## config.mk

```make
export PLATFORM = sky130hd
export DESIGN_NAME = flow_traffic_class_heuristic_unit
export DESIGN_NICKNAME = d
export VERILOG_FILES = /design/src/design/ftch_pkg.sv /design/src/design/flow_traffic_class_heuristic_unit.sv /design/src/design/ftch_feat.sv /design/src/design/ftch_rule.sv /design/src/design/ftch_sel.sv
export VERILOG_INCLUDE_DIRS = /design/src /design/src/design
export SDC_FILE = /design/constraint.sdc
export NUM_CORES = 1
export LEC_CHECK = 0
export ABC_AREA = 0
export BUFFER_PORTS_ARGS = -buffer_cell sky130_fd_sc_hd__buf_2
export CORE_MARGIN = 10
export CORE_UTILIZATION = 30
export CTS_CLUSTER_SIZE = 25
export DETAILED_ROUTE_END_ITERATION = 10
export PLACE_DENSITY = 0.6
export SKIP_LAST_GASP = 1
export SLEW_MARGIN = 20
export SYNTH_ARGS = -nofsm -noshare
export SYNTH_HDL_FRONTEND = slang
export SYNTH_SLANG_ARGS = --single-unit
```

## constraint.sdc

```tcl
create_clock -name clk -period 2.5 [get_ports clk]
set_input_delay 0.5 -clock clk [delete_from_list [all_inputs] [get_ports clk]]
set_output_delay 0.5 -clock clk [all_outputs]
set_load 0.03 [all_outputs]
```

## src/design/flow_traffic_class_heuristic_unit_defines.svh

```systemverilog
// ----------------------------------------------------------------------------
// Flow traffic class heuristic - assertion macros
// Concurrent check macros; empty when SYNTHESIS is defined.
// ----------------------------------------------------------------------------
`ifndef FLOW_TRAFFIC_CLASS_HEURISTIC_UNIT_DEFINES_SVH
`define FLOW_TRAFFIC_CLASS_HEURISTIC_UNIT_DEFINES_SVH

`ifndef SYNTHESIS
`define FTCH_ASSERT_IMP(label, clock, rst_n, cond, expr) \
	label: assert property (@(posedge clock) disable iff (!(rst_n)) \
		(cond) |-> (expr)) else $error("ftch check failed");
`define FTCH_ASSERT_NEXT(label, clock, rst_n, cond, expr) \
	label: assert property (@(posedge clock) disable iff (!(rst_n)) \
		(cond) |=> (expr)) else $error("ftch check failed");
`else
`define FTCH_ASSERT_IMP(label, clock, rst_n, cond, expr)
`define FTCH_ASSERT_NEXT(label, clock, rst_n, cond, expr)
`endif

`endif

```

## src/design/ftch_pkg.sv

```systemverilog
// ----------------------------------------------------------------------------
// ftch_pkg
// Types, field widths, thresholds and class codes of the flow classifier.
// ----------------------------------------------------------------------------
`timescale 1ns / 1ps
`default_nettype none

package ftch_pkg;

	localparam int PORT_W = 16;
	localparam int SIZE_W = 20;
	localparam int RATE_W = 24;
	localparam int BYTE_W = 32;
	localparam int RATIO_W = 17;
	localparam int CLASS_W = 3;
	localparam int CONF_W = 7;

	localparam int IN_TDATA_W = 128;
	localparam int OUT_TDATA_W = 16;

	typedef logic [PORT_W-1:0] port_t;
	typedef logic [SIZE_W-1:0] size_t;
	typedef logic [RATE_W-1:0] rate_t;
	typedef logic [BYTE_W-1:0] byte_t;
	typedef logic [RATIO_W-1:0] ratio_t;
	typedef logic [CLASS_W-1:0] class_t;
	typedef logic [CONF_W-1:0] conf_t;

	// class codes
	localparam class_t CLS_VIDEO = 3'd0;
	localparam class_t CLS_SOCIAL = 3'd1;
	localparam class_t CLS_VOIP = 3'd2;
	localparam class_t CLS_GAMING = 3'd3;
	localparam class_t CLS_DOWNLOAD = 3'd4;
	localparam class_t CLS_BROWSING = 3'd5;
	localparam class_t CLS_OTHER = 3'd6;

	// confidences
	localparam conf_t CONF_DNS = 7'd95;
	localparam conf_t CONF_INFRA = 7'd90;
	localparam conf_t CONF_SIP = 7'd90;
	localparam conf_t CONF_VOICE = 7'd82;
	localparam conf_t CONF_GAME_PAT = 7'd72;
	localparam conf_t CONF_GAME_PORT = 7'd70;
	localparam conf_t CONF_VIDEO = 7'd75;
	localparam conf_t CONF_FAST_DL = 7'd72;
	localparam conf_t CONF_BIG_DL = 7'd65;
	localparam conf_t CONF_SOCIAL = 7'd50;
	localparam conf_t CONF_WEB = 7'd55;
	localparam conf_t CONF_FALLBACK = 7'd30;
	localparam conf_t CONF_MAX = 7'd95;

	// ports
	localparam port_t P_DNS = 16'd53;
	localparam port_t P_NTP = 16'd123;
	localparam port_t P_SNMP = 16'd161;
	localparam port_t P_MDNS = 16'd5353;
	localparam port_t P_SIP = 16'd5060;
	localparam port_t P_SIPS = 16'd5061;
	localparam port_t P_GAME_A_LO = 16'd7000;
	localparam port_t P_GAME_A_HI = 16'd8000;
	localparam port_t P_GAME_B_LO = 16'd27000;
	localparam port_t P_GAME_B_HI = 16'd28000;
	localparam port_t P_STUN = 16'd3478;
	localparam port_t P_STUN_ALT = 16'd3479;
	localparam port_t P_HTTPS = 16'd443;
	localparam port_t P_HTTP = 16'd80;

	// packet size, Q16.4
	localparam size_t SZ_60 = 20'd960;
	localparam size_t SZ_200 = 20'd3200;
	localparam size_t SZ_300 = 20'd4800;
	localparam size_t SZ_800 = 20'd12800;
	localparam size_t SZ_1000 = 20'd16000;
	localparam size_t SZ_1200 = 20'd19200;

	// packet rate, Q20.4
	localparam rate_t PR_20 = 24'd320;
	localparam rate_t PR_30 = 24'd480;
	localparam rate_t PR_120 = 24'd1920;

	// byte rate
	localparam byte_t BR_5K = 32'd5000;
	localparam byte_t BR_100K = 32'd100000;
	localparam byte_t BR_200K = 32'd200000;
	localparam byte_t BR_500K = 32'd500000;

	// forward ratio, Q1.16; "below t" limits are the largest raw value under t
	localparam ratio_t FR_QUARTER = 17'd16384;
	localparam ratio_t FR_THREEQ = 17'd49152;
	localparam ratio_t FR_MAX_015 = 17'd9830;
	localparam ratio_t FR_MAX_010 = 17'd6553;
	localparam ratio_t FR_MAX_005 = 17'd3276;

	typedef struct packed {
		port_t dest_port;
		port_t source_port;
		logic is_udp;
		size_t mean_packet_size;
		rate_t packet_rate;
		byte_t byte_rate;
		ratio_t forward_ratio;
	} flow_t;

	// stage 1 comparison flags
	typedef struct packed {
		logic dns;
		logic infra;
		logic sip;
		logic udp;
		logic game_port;
		logic port_443;
		logic web_port;
		logic sz_gt60;
		logic sz_lt300;
		logic sz_lt200;
		logic sz_gt200;
		logic sz_lt800;
		logic sz_gt1000;
		logic sz_gt1200;
		logic pr_gt20;
		logic pr_lt120;
		logic pr_gt30;
		logic fr_mid;
		logic fr_le015;
		logic fr_le010;
		logic fr_le005;
		logic br_gt5k;
		logic br_lt100k;
		logic br_gt100k;
		logic br_gt200k;
		logic br_gt500k;
	} feat_t;

	// stage 2 rule matches, fallback not listed
	typedef struct packed {
		logic dns;
		logic infra;
		logic sip;
		logic voice;
		logic game_pat;
		logic game_port;
		logic video;
		logic fast_dl;
		logic big_dl;
		logic social;
		logic web;
	} hits_t;

	typedef struct packed {
		conf_t confidence_percent;
		class_t class_code;
	} result_t;

endpackage

`default_nettype wire

```

## src/design/flow_traffic_class_heuristic_unit.sv

```systemverilog
// ----------------------------------------------------------------------------
// flow_traffic_class_heuristic_unit
// Rule-based traffic classifier for flow summaries, three-stage pipeline.
//
//   channel  dir  fields
//   s_axis   in   tdata: flow summary, tuser: is_udp
//   m_axis   out  tdata: class_code, confidence_percent
//
// One request per cycle is taken while m_axis accepts, with the compare,
// rule and select stages each holding one request.
// Reset clears the stage valid bits only.
// A stalled m_axis holds its request; each stage still fills its own bubble.
// ----------------------------------------------------------------------------
`timescale 1ns / 1ps
`default_nettype none

module flow_traffic_class_heuristic_unit
	import ftch_pkg::*;
(
	input  wire logic                   clk,
	input  wire logic                   arst_n,
	input  wire logic                   s_axis_tvalid,
	output logic                        s_axis_tready,
	// dest_port, source_port, mean_packet_size, packet_rate, byte_rate,
	// forward_ratio, zero pad
	input  wire logic [IN_TDATA_W-1:0]  s_axis_tdata,
	// is_udp
	input  wire logic                   s_axis_tuser,
	output logic                        m_axis_tvalid,
	input  wire logic                   m_axis_tready,
	// class_code, confidence_percent, zero pad
	output logic [OUT_TDATA_W-1:0]      m_axis_tdata
);

	localparam int SP_LO = PORT_W;
	localparam int SZ_LO = SP_LO + PORT_W;
	localparam int PR_LO = SZ_LO + SIZE_W;
	localparam int BR_LO = PR_LO + RATE_W;
	localparam int FR_LO = BR_LO + BYTE_W;
	localparam int RES_W = CLASS_W + CONF_W;

	flow_t   flow;
	feat_t   feat;
	hits_t   hits;
	result_t res;
	logic    feat_valid;
	logic    feat_ready;
	logic    hits_valid;
	logic    hits_ready;

	always_comb begin
		flow.dest_port = s_axis_tdata[PORT_W-1:0];
		flow.source_port = s_axis_tdata[SP_LO +: PORT_W];
		flow.is_udp = s_axis_tuser;
		flow.mean_packet_size = s_axis_tdata[SZ_LO +: SIZE_W];
		flow.packet_rate = s_axis_tdata[PR_LO +: RATE_W];
		flow.byte_rate = s_axis_tdata[BR_LO +: BYTE_W];
		flow.forward_ratio = s_axis_tdata[FR_LO +: RATIO_W];
	end

	ftch_feat u_feat (
		.clk       (clk),
		.arst_n    (arst_n),
		.in_valid  (s_axis_tvalid),
		.in_ready  (s_axis_tready),
		.in_flow   (flow),
		.out_valid (feat_valid),
		.out_ready (feat_ready),
		.out_feat  (feat)
	);

	ftch_rule u_rule (
		.clk       (clk),
		.arst_n    (arst_n),
		.in_valid  (feat_valid),
		.in_ready  (feat_ready),
		.in_feat   (feat),
		.out_valid (hits_valid),
		.out_ready (hits_ready),
		.out_hits  (hits)
	);

	ftch_sel u_sel (
		.clk       (clk),
		.arst_n    (arst_n),
		.in_valid  (hits_valid),
		.in_ready  (hits_ready),
		.in_hits   (hits),
		.out_valid (m_axis_tvalid),
		.out_ready (m_axis_tready),
		.out_res   (res)
	);

	assign m_axis_tdata = {{(OUT_TDATA_W-RES_W){1'b0}}, res};

endmodule

`default_nettype wire

```

## src/design/ftch_feat.sv

```systemverilog
// ----------------------------------------------------------------------------
// ftch_feat
// Stage 1: port matches and threshold compares on the flow summary.
// ----------------------------------------------------------------------------
`timescale 1ns / 1ps
`default_nettype none

module ftch_feat
	import ftch_pkg::*;
(
	input  wire logic  clk,
	input  wire logic  arst_n,
	input  wire logic  in_valid,
	output logic       in_ready,
	input  wire flow_t in_flow,
	output logic       out_valid,
	input  wire logic  out_ready,
	output feat_t      out_feat
);

	logic  valid_s1;
	feat_t feat_s1;
	feat_t feat_d;
	port_t dp;
	port_t sp;

	assign dp = in_flow.dest_port;
	assign sp = in_flow.source_port;

	always_comb begin
		feat_d.dns = (dp == P_DNS) || (sp == P_DNS);
		feat_d.infra = (dp == P_NTP) || (dp == P_SNMP) || (dp == P_MDNS);
		feat_d.sip = (dp == P_SIP) || (sp == P_SIP) || (dp == P_SIPS) || (sp == P_SIPS);
		feat_d.udp = in_flow.is_udp;
		feat_d.game_port = ((dp >= P_GAME_A_LO) && (dp <= P_GAME_A_HI)) ||
			((dp >= P_GAME_B_LO) && (dp <= P_GAME_B_HI)) ||
			(dp == P_STUN) || (dp == P_STUN_ALT);
		feat_d.port_443 = (dp == P_HTTPS) || (sp == P_HTTPS);
		feat_d.web_port = (dp == P_HTTPS) || (dp == P_HTTP) ||
			(sp == P_HTTPS) || (sp == P_HTTP);
		feat_d.sz_gt60 = in_flow.mean_packet_size > SZ_60;
		feat_d.sz_lt300 = in_flow.mean_packet_size < SZ_300;
		feat_d.sz_lt200 = in_flow.mean_packet_size < SZ_200;
		feat_d.sz_gt200 = in_flow.mean_packet_size > SZ_200;
		feat_d.sz_lt800 = in_flow.mean_packet_size < SZ_800;
		feat_d.sz_gt1000 = in_flow.mean_packet_size > SZ_1000;
		feat_d.sz_gt1200 = in_flow.mean_packet_size > SZ_1200;
		feat_d.pr_gt20 = in_flow.packet_rate > PR_20;
		feat_d.pr_lt120 = in_flow.packet_rate < PR_120;
		feat_d.pr_gt30 = in_flow.packet_rate > PR_30;
		feat_d.fr_mid = (in_flow.forward_ratio > FR_QUARTER) &&
			(in_flow.forward_ratio < FR_THREEQ);
		feat_d.fr_le015 = in_flow.forward_ratio <= FR_MAX_015;
		feat_d.fr_le010 = in_flow.forward_ratio <= FR_MAX_010;
		feat_d.fr_le005 = in_flow.forward_ratio <= FR_MAX_005;
		feat_d.br_gt5k = in_flow.byte_rate > BR_5K;
		feat_d.br_lt100k = in_flow.byte_rate < BR_100K;
		feat_d.br_gt100k = in_flow.byte_rate > BR_100K;
		feat_d.br_gt200k = in_flow.byte_rate > BR_200K;
		feat_d.br_gt500k = in_flow.byte_rate > BR_500K;
	end

	assign in_ready = !valid_s1 || out_ready;

	always_ff @(posedge clk or negedge arst_n) begin
		if (!arst_n) begin
			valid_s1 <= 1'b0;
		end else if (in_ready) begin
			valid_s1 <= in_valid;
		end
	end

	always_ff @(posedge clk) begin
		if (in_ready && in_valid) begin
			feat_s1 <= feat_d;
		end
	end

	assign out_valid = valid_s1;
	assign out_feat = feat_s1;

endmodule

`default_nettype wire

```

## src/design/ftch_rule.sv

```systemverilog
// ----------------------------------------------------------------------------
// ftch_rule
// Stage 2: combines comparison flags into one match bit per rule.
// ----------------------------------------------------------------------------
`timescale 1ns / 1ps
`default_nettype none

module ftch_rule
	import ftch_pkg::*;
(
	input  wire logic  clk,
	input  wire logic  arst_n,
	input  wire logic  in_valid,
	output logic       in_ready,
	input  wire feat_t in_feat,
	output logic       out_valid,
	input  wire logic  out_ready,
	output hits_t      out_hits
);

	logic  valid_s2;
	hits_t hits_s2;
	hits_t hits_d;
	feat_t f;

	assign f = in_feat;

	always_comb begin
		hits_d.dns = f.dns;
		hits_d.infra = f.infra;
		hits_d.sip = f.sip;
		hits_d.voice = f.udp && f.sz_gt60 && f.sz_lt300 && f.pr_gt20 &&
			f.pr_lt120 && f.fr_mid;
		hits_d.game_pat = f.udp && f.sz_lt200 && f.pr_gt30 && f.fr_mid;
		hits_d.game_port = f.udp && f.game_port;
		hits_d.video = f.br_gt100k && f.sz_gt1000 && f.fr_le015;
		hits_d.fast_dl = f.br_gt500k && f.fr_le005;
		hits_d.big_dl = f.br_gt200k && f.fr_le010 && f.sz_gt1200;
		hits_d.social = f.port_443 && f.br_gt5k && f.br_lt100k &&
			f.sz_gt200 && f.sz_lt800;
		hits_d.web = f.web_port;
	end

	assign in_ready = !valid_s2 || out_ready;

	always_ff @(posedge clk or negedge arst_n) begin
		if (!arst_n) begin
			valid_s2 <= 1'b0;
		end else if (in_ready) begin
			valid_s2 <= in_valid;
		end
	end

	always_ff @(posedge clk) begin
		if (in_ready && in_valid) begin
			hits_s2 <= hits_d;
		end
	end

	assign out_valid = valid_s2;
	assign out_hits = hits_s2;

endmodule

`default_nettype wire

```

## src/design/ftch_sel.sv

```systemverilog
// ----------------------------------------------------------------------------
// ftch_sel
// Stage 3: first matching rule picks class and confidence; output register.
// ----------------------------------------------------------------------------
`timescale 1ns / 1ps
`default_nettype none

`include "flow_traffic_class_heuristic_unit_defines.svh"

module ftch_sel
	import ftch_pkg::*;
(
	input  wire logic  clk,
	input  wire logic  arst_n,
	input  wire logic  in_valid,
	output logic       in_ready,
	input  wire hits_t in_hits,
	output logic       out_valid,
	input  wire logic  out_ready,
	output result_t    out_res
);

	logic    valid_s3;
	result_t res_s3;
	result_t res_d;
	class_t  cls_s3;
	conf_t   conf_s3;

	always_comb begin
		priority if (in_hits.dns) begin
			res_d = '{confidence_percent: CONF_DNS, class_code: CLS_BROWSING};
		end else if (in_hits.infra) begin
			res_d = '{confidence_percent: CONF_INFRA, class_code: CLS_OTHER};
		end else if (in_hits.sip) begin
			res_d = '{confidence_percent: CONF_SIP, class_code: CLS_VOIP};
		end else if (in_hits.voice) begin
			res_d = '{confidence_percent: CONF_VOICE, class_code: CLS_VOIP};
		end else if (in_hits.game_pat) begin
			res_d = '{confidence_percent: CONF_GAME_PAT, class_code: CLS_GAMING};
		end else if (in_hits.game_port) begin
			res_d = '{confidence_percent: CONF_GAME_PORT, class_code: CLS_GAMING};
		end else if (in_hits.video) begin
			res_d = '{confidence_percent: CONF_VIDEO, class_code: CLS_VIDEO};
		end else if (in_hits.fast_dl) begin
			res_d = '{confidence_percent: CONF_FAST_DL, class_code: CLS_DOWNLOAD};
		end else if (in_hits.big_dl) begin
			res_d = '{confidence_percent: CONF_BIG_DL, class_code: CLS_DOWNLOAD};
		end else if (in_hits.social) begin
			res_d = '{confidence_percent: CONF_SOCIAL, class_code: CLS_SOCIAL};
		end else if (in_hits.web) begin
			res_d = '{confidence_percent: CONF_WEB, class_code: CLS_BROWSING};
		end else begin
			res_d = '{confidence_percent: CONF_FALLBACK, class_code: CLS_OTHER};
		end
	end

	assign in_ready = !valid_s3 || out_ready;

	always_ff @(posedge clk or negedge arst_n) begin
		if (!arst_n) begin
			valid_s3 <= 1'b0;
		end else if (in_ready) begin
			valid_s3 <= in_valid;
		end
	end

	always_ff @(posedge clk) begin
		if (in_ready && in_valid) begin
			res_s3 <= res_d;
		end
	end

	assign out_valid = valid_s3;
	assign out_res = res_s3;

	assign cls_s3 = res_s3.class_code;
	assign conf_s3 = res_s3.confidence_percent;

	`FTCH_ASSERT_NEXT(a_load, clk, arst_n, in_valid && in_ready, valid_s3)
	`FTCH_ASSERT_IMP(a_class_range, clk, arst_n, valid_s3, cls_s3 <= CLS_OTHER)
	`FTCH_ASSERT_IMP(a_conf_max, clk, arst_n, valid_s3, conf_s3 <= CONF_MAX)
	`FTCH_ASSERT_IMP(a_video_conf, clk, arst_n, valid_s3 && cls_s3 == CLS_VIDEO, conf_s3 == CONF_VIDEO)
	`FTCH_ASSERT_IMP(a_social_conf, clk, arst_n, valid_s3 && cls_s3 == CLS_SOCIAL, conf_s3 == CONF_SOCIAL)

endmodule

`default_nettype wire
```

==> summary.md <==
| Metric | Value |
|---|---|
| PortBufs | `141` |
| Half-perimeter wire length after placement | `7580 um` |
| #FFs+latches synth | `50` |
| Maxcap violations | `0` |
| R2r worst-path depth | `3` |
| Post-synth top area share | `46.1%` |
| First-pass GRT wire length | `14200 um` |
| Setup Fix Bufs, Post-CTS | `0` |
| Synthesis Warnings | `0` |
| DP Worst Slack | `273 ps` |
| Pwr/cell area | `452 nW/um2` |
| Async SR Flop Fraction | `6.00%` |
| Worst setup endpoint | `u_feat.out_feat[4]` |
| Leakage | `1.49 nW` |
| Area Overhead vs Synth | `29.9%` |
| Fill cells | `988` |
| Seq/Total Area, Yosys | `48.5%` |
| Post-DR wirelength/cell | `15.3 um` |
| DR DRC count | `0` |
| Starting Density | `31.1%` |
| Crit path max fanout | `2` |
| Largest net degree at the start of global routing | `27` |
| Number of buffers created by CTS | `5` |
| FF-to-FF Start | `u_sel.out_valid` |
| Ys flop type | `edfxtp_1` |
| WS Path Type | `input port to register` |
| Tcrit/Tclk final | `77.5%` |
| Initial antenna violation count | `0` |
| Crit. End Element | `register` |
| Final nets | `584` |
| Slew Viols, Final | `0` |
| Clock Skew | `5.00 ps` |
| Top cell type by total area after synthesis | `edfxtp_1` |
| Fraction of layout instances using a drive strength above 1 | `35.0%` |
| CTS tree | `done` |
| Reg-to-reg setup timing slack | `930 ps` |
| Final hold vios | `0` |
| Initial DRT Pass Iterations | `4` |
| Final setup vio count | `0` |
| Slew headroom | `61.2%` |
| Number of DRC markers in iteration 0 | `235` |
| Critical Path Source | `s_axis_tdata[76]` |
| Total Power | `1.80 mW` |
| Outcome | `complete, no violations` |
| ANT cells | `0` |
| Clock latency on the worst-skew pair | `290 ps` |
| Hold Path Depth | `2` |
| Number of global-route vias before repair | `3070` |
| Synth unique cells | `59` |
| Die Y | `121 um` |
| Post-layout min period | `1940 ps` |
| Die footprint | `14700 um2` |
| H-tree depth | `2` |
| RSZ-0062 raised after global routing | `no` |
| RR Endpoint | `u_feat.out_feat[17]` |
| Row count | `36` |
| EDFF count, synth | `47` |
| Total wire length | `8950 um` |
| Routability Congestion | `0.868` |
| Total core area | `9860 um2` |
| Total track usage | `11.5%` |
| F_max | `516 MHz` |
| Vias | `2980` |
| Peak VDD IR | `237 uV` |
| Total Negative Setup Slacks | `0 ps` |
| Num ports | `151` |
| Final hold slack | `409 ps` |
| Die W | `121 um` |
| Crit start category | `input port` |
| Mapped cell area | `3060 um2` |
| Max clock buf depth | `2` |
| Hold/Removal Path Class | `input port to register` |
| Clk pin slew, worst setup/hold paths | `90 ps` |
| GRT Residual Overflow | `0` |
| WP data arrival | `1970 ps` |
| Worst-Margin Slew | `581 ps` |
| Synth area leaders | `edfxtp_1, nor4_1, nor2_1, nand2_1, nor3_1` |
| Mapped Cells | `309` |
| Mapped Avg Cell Area | `9.92 um2` |
| Critical Path RT | `2530 ps` |
| Root Driver | `clkbuf_8` |
| Post-layout worst setup margin | `561 ps` |
| Clock Sinks | `50` |
| Vias per inst | `5.09` |
| ANT nets after route | `0` |
flip-flops by register name (all words and copies together) (netlist names):
register          count
u_feat.out_feat      26
u_rule.out_hits      11
u_sel.conf_s3         7
u_sel.cls_s3          3
u_feat.out_valid      1
u_rule.out_valid      1
u_sel.out_valid       1
logic make-up (layout without fill, tap and decap cells):
family | Yosys count | after routing | synth area share (%)
DFF | 50 | 50 | 48.5
muxes | 1 | 1 | 0.327
AOI/OAI and AO/OA | 71 | 71 | 16.4
buffers and inverters | 16 | 154 | 2.78
and+or+nand+nor | 170 | 170 | 31.9
other | 1 | 6 | 0.122
cell type report:
type	count	area, um2	area share, %
clock buffers	5	68.8	1.73
well taps	133	166	4.18
multi-input cells	248	1510	38.0
clock inverters	3	16.3	0.409
repair buffers	142	716	18.0
flip-flops and latches	50	1490	37.3
inverters	4	15.0	0.377
power by group:
group / internal [mW] / total (mW) / switching (mW)
Sequential: 0.976 / 1.01 / 0.0289
Combinational: 0.144 / 0.360 / 0.216
Clock: 0.192 / 0.435 / 0.244
per-stage QoR:
stage	cell area [um2]	util [%]	std cells
5_1_grt	3980	40.4	585
2_1_floorplan	3080	-	314
3_5_place_dp	3880	39.4	576
3_3_place_gp	3880	39.4	576
6_report	3980	40.4	585
4_1_cts	3980	40.3	585
critical path, stage by stage:
cell and delay, ps:
buf_2 100, or3_4 380, a2111oi_2 390, o21ai_1 110, or4b_1 490
how the worst min path moves through the flow:
stage                   from             endpoint  slack (ps)
3_3_place_gp          arst_n      u_sel.out_valid         300
4_1_cts        s_axis_tvalid     u_feat.out_valid         400
2_1_floorplan         arst_n     u_feat.out_valid         200
6_report       s_axis_tvalid     u_feat.out_valid         410
3_5_place_dp          arst_n      u_sel.out_valid         300
5_1_grt         s_axis_tuser  u_feat.out_feat[22]         390
per-layer routing:
layer  GRT usage (%)  vias up  part of all wire (%)
met4            2.49        0                  0.32
met5               0        -                     0
met3            4.28        2                   7.9
met1            12.7     1364                    39
li1                -     1522                     -
met2            20.7       92                    53
cells in the mapped netlist, types with 3 or more instances:
library cell,n
edfxtp_1,47
nor2_1,28
nand2_1,26
nor3_1,19
nor4_1,18
o21ai_0,17
nand4_1,13
nand2b_1,9
nand3_1,9
a21oi_1,8
or4_1,7
buf_4,6
or3_1,6
and2_1,5
and3_1,5
a211oi_1,4
a311oi_1,4
a31oi_1,4
clkbuf_1,4
inv_1,4
o211ai_1,4
a41oi_1,3
and4_1,3
dfrtp_1,3
nand4b_1,3
o21ai_1,3
layout by cell type (no fill, tap or decap), drive strengths merged, types with 5 or more instances in the layout:
cell type / Yosys / routed
nor2: 29 / 29
nand3: 9 / 9
conb: 1 / 6
and3: 5 / 5
nand2b: 9 / 9
o21ai: 20 / 20
or3: 7 / 7
and2: 5 / 5
nor3: 21 / 21
a21oi: 8 / 8
edfxtp: 47 / 47
buf: 8 / 141
nor4: 18 / 18
nand2: 26 / 26
clkbuf: 4 / 5
or4: 7 / 7
nand4: 13 / 13
repair_timing:
action,in CTS,in global routing
hold buffers,1,0
endpoints found under the hold margin,3,0
resized for setup,0,0
(Power assumes the default switching activity.)
